File: config.mk
export PLATFORM = sky130hd
export DESIGN_NAME = v3au_sqrt
export DESIGN_NICKNAME = d
export VERILOG_FILES = /design/src/rtl/core/v3au_pkg.sv /design/src/rtl/core/v3au_sqrt.sv
export SDC_FILE = /design/constraint.sdc
export NUM_CORES = 2
export LEC_CHECK = 0
export BUFFER_PORTS_ARGS = -buffer_cell sky130_fd_sc_hd__buf_4
export CORE_MARGIN = 1.5
export CORE_UTILIZATION = 40
export CTS_BUF_LIST = sky130_fd_sc_hd__clkbuf_4 sky130_fd_sc_hd__clkbuf_8
export DETAILED_ROUTE_END_ITERATION = 10
export GPL_TIMING_DRIVEN = 1
export PLACE_DENSITY_LB_ADDON = 0.08
export SETUP_SLACK_MARGIN = 0.5
export SYNTH_ARGS = -nofsm -noshare
export SYNTH_HDL_FRONTEND = slang
export SYNTH_MEMORY_MAX_BITS = 65536
export SYNTH_SLANG_ARGS = --single-unit
File: constraint.sdc
create_clock -name clk -period 7 [get_ports clk]
set_input_delay 1.4 -clock clk [delete_from_list [all_inputs] [get_ports clk]]
set_output_delay 1.4 -clock clk [all_outputs]
set_load 0.02 [all_outputs]
File: src/rtl/core/v3au_pkg.sv
`timescale 1ns / 1ps
// ----------------------------------------------------------------------------
// Vector unit package
// Widths, operation codes, pipeline latencies and saturation helper.
// ----------------------------------------------------------------------------
package v3au_pkg;

  localparam int DATA_W        = 32;
  localparam int DEF_FRAC_BITS = 16;
  // wide enough for a sum of three 64-bit products plus rounding
  localparam int SAT_W         = 67;
  // divisor magnitude reaches 2^32 (rounded root), plus sign
  localparam int DEN_W         = 34;
  localparam int SQRT_LAT      = DATA_W + 1;
  localparam int DIV_LAT       = DATA_W + 1;

  localparam logic [3:0] OP_ADD  = 4'd0;
  localparam logic [3:0] OP_SUB  = 4'd1;
  localparam logic [3:0] OP_ADDS = 4'd2;
  localparam logic [3:0] OP_SUBS = 4'd3;
  localparam logic [3:0] OP_SCALE = 4'd4;
  localparam logic [3:0] OP_DIVS = 4'd5;
  localparam logic [3:0] OP_DIVV = 4'd6;
  localparam logic [3:0] OP_DOT  = 4'd7;
  localparam logic [3:0] OP_MAG  = 4'd8;
  localparam logic [3:0] OP_NORM = 4'd9;

  typedef logic signed [DATA_W-1:0] q_t;

  localparam q_t Q_MAX = 32'sh7fffffff;
  localparam q_t Q_MIN = 32'sh80000000;

  typedef struct packed {
    logic [3:0]              op;
    logic [2:0][DATA_W-1:0]  x;
    logic [2:0][DATA_W-1:0]  y;
    logic [DATA_W-1:0]       sc;
    logic                    err;
  } sb_t;

  function automatic q_t sat32(input logic signed [SAT_W-1:0] v);
    q_t res;
    if (v > SAT_W'(Q_MAX)) begin
      res = Q_MAX;
    end else if (v < SAT_W'(Q_MIN)) begin
      res = Q_MIN;
    end else begin
      res = v[DATA_W-1:0];
    end
    return res;
  endfunction

endpackage

File: src/rtl/core/v3au_sqrt.sv
`timescale 1ns / 1ps
// ----------------------------------------------------------------------------
// Pipelined square root
// One root bit per stage over a 64-bit radicand, then round to nearest.
// ----------------------------------------------------------------------------
module v3au_sqrt (
  input  logic        clk,
  input  logic        en,
  input  logic [63:0] rad,
  output logic [32:0] root
);
  import v3au_pkg::*;

  localparam int STEPS = SQRT_LAT - 1;

  logic [32:0] rem_q [STEPS];
  logic [31:0] rt_q  [STEPS];
  logic [63:0] x_q   [STEPS];

  for (genvar k = 0; k < STEPS; k++) begin : g_step
    logic [32:0] rem_i;
    logic [31:0] rt_i;
    logic [63:0] x_i;
    logic [34:0] rem2;
    logic [34:0] trial;

    if (k == 0) begin : g_first
      assign rem_i = '0;
      assign rt_i  = '0;
      assign x_i   = rad;
    end else begin : g_next
      assign rem_i = rem_q[k-1];
      assign rt_i  = rt_q[k-1];
      assign x_i   = x_q[k-1];
    end

    assign rem2  = {rem_i, x_i[63:62]};
    assign trial = {1'b0, rt_i, 2'b01};

    always_ff @(posedge clk) begin
      if (en) begin
        x_q[k] <= {x_i[61:0], 2'b00};
        if (rem2 >= trial) begin
          rem_q[k] <= 33'(rem2 - trial);
          rt_q[k]  <= {rt_i[30:0], 1'b1};
        end else begin
          rem_q[k] <= rem2[32:0];
          rt_q[k]  <= {rt_i[30:0], 1'b0};
        end
      end
    end
  end

  // round up when the remainder exceeds the floor root
  always_ff @(posedge clk) begin
    if (en) begin
      root <= {1'b0, rt_q[STEPS-1]} +
              33'(rem_q[STEPS-1] > {1'b0, rt_q[STEPS-1]});
    end
  end

endmodule

# After elaboration in Yosys (flattened, before gate mapping)
# Memories as Yosys holds them, arrays and structs flattened.
# Index checks and enable logic that the tools add are counted.
# word_totals
wordCells,392
inputBits,66
output_inout_bits,33
reg_bits,33
ram_bits,4064
memories,3
# classes
order_cmp,33
n_mux,258
add_sub_neg,33
bitwise,64
# mem_list
memory,depth,width,rd,rd_ports_with_merged_regs,wr,line_no,text
x_q,32,62,31,0,32,v3au_sqrt.sv:18,logic [63:0] x_q [STEPS];
rem_q,32,33,32,0,32,v3au_sqrt.sv:16,logic [32:0] rem_q [STEPS];
rt_q,32,32,32,0,32,v3au_sqrt.sv:17,logic [31:0] rt_q [STEPS];
# op_table
op,n
>= comparator 35 x 34 -> 1 bit,31
2-to-1 mux 33 bit,32
2-to-1 mux 32 bit,32
subtractor 33 bit,31
2-to-1 mux 1 bit,194
bitwise OR 1 bit,64
adder 32 x 1 -> 33 bit,1
greater-than comparator 33 x 32 -> 1 bit,1
subtractor 2 x 1 -> 3 bit (second input constant),1
>= comparator 2 x 1 -> 1 bit (second input constant),1

# Logic depth before layout (Yosys ltp)
# An unclocked memory read counts as a cell.
# depth
ltp_word,6
mapped_depth,20
mapped_depth_nobuf,20

# Worst setup path after synthesis
# OpenSTA, ideal clock, no wires.
# synth_timing
kind,input to register
start,in en
end,"mem rem_q[28][0], in the netlist rem_q[1][396] (enable)"
slack_ns,2.430
t_arrival_ns,4.128
setup_ns,0.442
stages,5
required_time_ns,6.558
n_path_buf,5
path_cell_list,clkbuf_1 > clkbuf_1 > clkbuf_1 > clkbuf_1 > clkbuf_1
# synth_rtl
element,line_no,text
"start, declared",v3au_sqrt.sv:8,"input logic en,"
"end, declared",v3au_sqrt.sv:16,

==> results.md <==
* MaxCap Viol Count at 0
* Worst Skew at 0.08057 ns
* Min Tclk post-route at around 4.8 ns
* Clock-pin slew of the registers on the worst-case setup and hold paths at approximately 0.06 ns
* Gr usage total at about 17%
* Mux cell area share after synthesis at 0.6903%
* Crit. End Element: flip-flop
* Initial core utilization at between 40% and 50%
* Largest net degree at the start of global routing at 168
* Syn nets at about 10000
* Clk buf depth at 4
* Post-Synthesis Cells at ~9500
* Dpl cells at about 13000
* Synth Area per Inst at 12.67 um2
* Vias in the first global route at between 70000 and 80000
* Core Box Area at ~300000 um2
* Hold/Removal Path Class: reg2reg
* Synth Cell Area at approximately 120000 um2
* IO buf count at approximately 100
* Worst setup margin at approximately 2.2 ns
* Clock latency on the worst-skew pair at approximately 1.1 ns
* Crit start category: flip-flop
* Final Hold Viols at 0
* Routed WL at 266.6 mm
* CTS resizes at 0
* Hold buffers post-CTS at 0
* Lkg Pwr at about 51 nW
* Number of synthesized register bits at around 2600
* Number of flops mapped to enable cells by yosys at about 2600
* CTS root buf: clkbuf_8
* Chip height at roughly 550 um
* Area Overhead vs Synth at 11.94%
* Sequential area share after synthesis at a little under two thirds
* Via-to-Cell Ratio at between 5 and 6
* Final period util at between 60 and 70%
* Final GP Congestion at approximately 0.85
* Fill count at roughly 27000
* Critical Path RT at 7.83 ns
* H-tree levels at 5
* Setup WS pre-CTS at 2.011 ns
* First-pass GRT wire length at around 420 mm
* Commonest non-fill, non-tap cell in the layout: edfxtp_1
* Final Non-Filler Cells at about 14000
* Reg2reg setup slack at about 2.2 ns
* CTS tree: yes
* Crit path kind: reg2reg
* Worst vdd rail ir drop at between 150 and 200 uV
* Final Slew Violations at 0
* Simple-Gate Fraction of Synth Area at between 10% and 20%
* PwrDens at between 300 and 400 nW/um2
* Full die area at a little over 300000 um2
* Dpl hpwl at 190.6 mm
* Proportion of layout cells with a drive suffix above 1 at roughly 9.8%
* Critical path arrival at around 5.6 ns
* Post-route DRC violation count at 0
* Compound-gate portion of the synthesized area at 9.569%
* Most frequent cells in the layout: 2560 x edfxtp_1, 767 x nand2_1, 764 x inv_1, 599 x ha_1, 587 x o21ai_0
* Adder-Cell Fraction of Synth Area at under 10%
* Via count at 73488
* Main combinational cell family by area after synthesis: simple AND/OR/NAND/NOR gates
* DRT iter0 DRCs at about 5300
* Initial antenna violation count at 4
* Async SR Flop Fraction at 0%
* Area taken by multi-input logic gates at 40280 um2
* Buffer count from post-CTS setup fixing at 0
* Peak fanout along the critical path at 28
* Synth warnings at 0
* Hold Worst Slack at about 0.38 ns
* Setup TNS at 0 ns
* Drt wl/cell at between 15 and 20 um
* Slew @ Worst Pin at approximately 1.4 ns
* Final setup fails at 0
* Antenna-violating nets left at 0
* Grt ovf at 0
* Max Fclk at 208.3 MHz
* Total power at around 45 mW
* Slew Limit Headroom at under 10%
* Clock sinks at between 2000 and 3000
* Synth unique cells at 83
* IO Pins at 99
* Sequential cell area at 76890 um2
* Ys flop type: edfxtp_1
* Row cnt at 201
* Post-layout net count at 10595
* DIE WIDTH at roughly 550 um
* Status: finished, final reports clean
* Pre-antenna DRT Iters at 6
* RSZ-0062 raised after global routing: no
* XOR/XNOR share of the synthesized area at under 10%
* CTS Buf Count at 440
through the flow:
step	util (%)	cell area [um2]
floorplan	-	120700
global placement	42.10	126300
detailed placement	42.10	126300
CTS	45.04	135100
global route	45.04	135100
finish	45.04	135100
worst max-delay path: stages, from the launching register on:
cell and delay [ns]:
edfxtp_1 0.39, ha_1 0.37, a21o_1 0.20, a21o_1 0.19, o41a_1 0.42, a221o_1 0.44, a2111oi_0 0.40, nor2_1 0.16
nand4_1 0.14, and3_1 0.75, inv_1 0.44, buf_4 0.35, mux2_2 0.29
worst paths after layout:
check / endpoint / start / cells past startpoint
worst min register to register: x_q[0][977] / x_q[0][913] / 0
worst max register to register: rem_q[1][452] / rem_q[1][399] / 12
worst min-delay path: x_q[0][977] / x_q[0][913] / 0
worst max-delay path: rem_q[1][452] / rem_q[1][399] / 12
power by group:
| part | switching, mW | leakage (nW) | internal (mW) |
|---|---|---|---|
| Clock | 6.25 | 4.63 | 7.36 |
| Combinational | 5.83 | 22.1 | 4.25 |
| Sequential | 1.49 | 24.7 | 19.7 |
| Total | 13.6 | 51.5 | 31.3 |
final cells by class:
class | count | area share [%]
antenna | 1 | 0.001852
clock buffer | 595 | 5.366
clock inverter | 199 | 1.151
inverter | 767 | 2.131
multi-input combinational | 6000 | 29.81
sequential | 2561 | 56.91
tap | 3958 | 3.665
timing repair buffer | 160 | 0.9686
cells in the mapped netlist (54+ instances only):
master | n | area share (%)
edfxtp_1 | 2560 | 64
nand2_1 | 767 | 2.4
inv_1 | 764 | 2.4
ha_1 | 599 | 6.2
o21ai_0 | 587 | 2.4
nor2_1 | 530 | 1.6
a21oi_1 | 506 | 2.1
xor2_1 | 440 | 3.2
xnor2_1 | 424 | 3.1
a21o_1 | 258 | 1.6
nor3_1 | 245 | 1.0
clkbuf_1 | 190 | 0.59
nand3_1 | 184 | 0.76
nor4_1 | 146 | 0.76
nand2b_1 | 109 | 0.56
nand4_1 | 103 | 0.53
or3_1 | 103 | 0.53
o21a_1 | 98 | 0.61
nor2b_1 | 77 | 0.40
mux2_2 | 58 | 0.54
and2_1 | 54 | 0.28
registers in the layout, summed over array words and instances (netlist names):
| signal | cells |
|---|---|
| root | 33 |
| rt_q | 528 |
| rem_q | 1008 |
| x_q | 992 |
cell families after synthesis:
group,after synthesis
AOI/OAI and AO/OA,1873
DFF,2561
muxes,76
buffers and inverters,970
xor gates and xnor gates,864
and+or+nand+nor,2588
adders and majority gates,599
layer usage:
| layer | track usage [%] | wire length, um | vias to the layer above |
|---|---|---|---|
| met5 | 0 | 0 | - |
| met4 | 5.346 | 7434 | 0 |
| met3 | 2.322 | 10230 | 503 |
| met2 | 29.37 | 129500 | 1426 |
| met1 | 22.59 | 119500 | 35551 |
| li1 | - | - | 36008 |
Note: power is estimated with default switching activity, not from simulation.
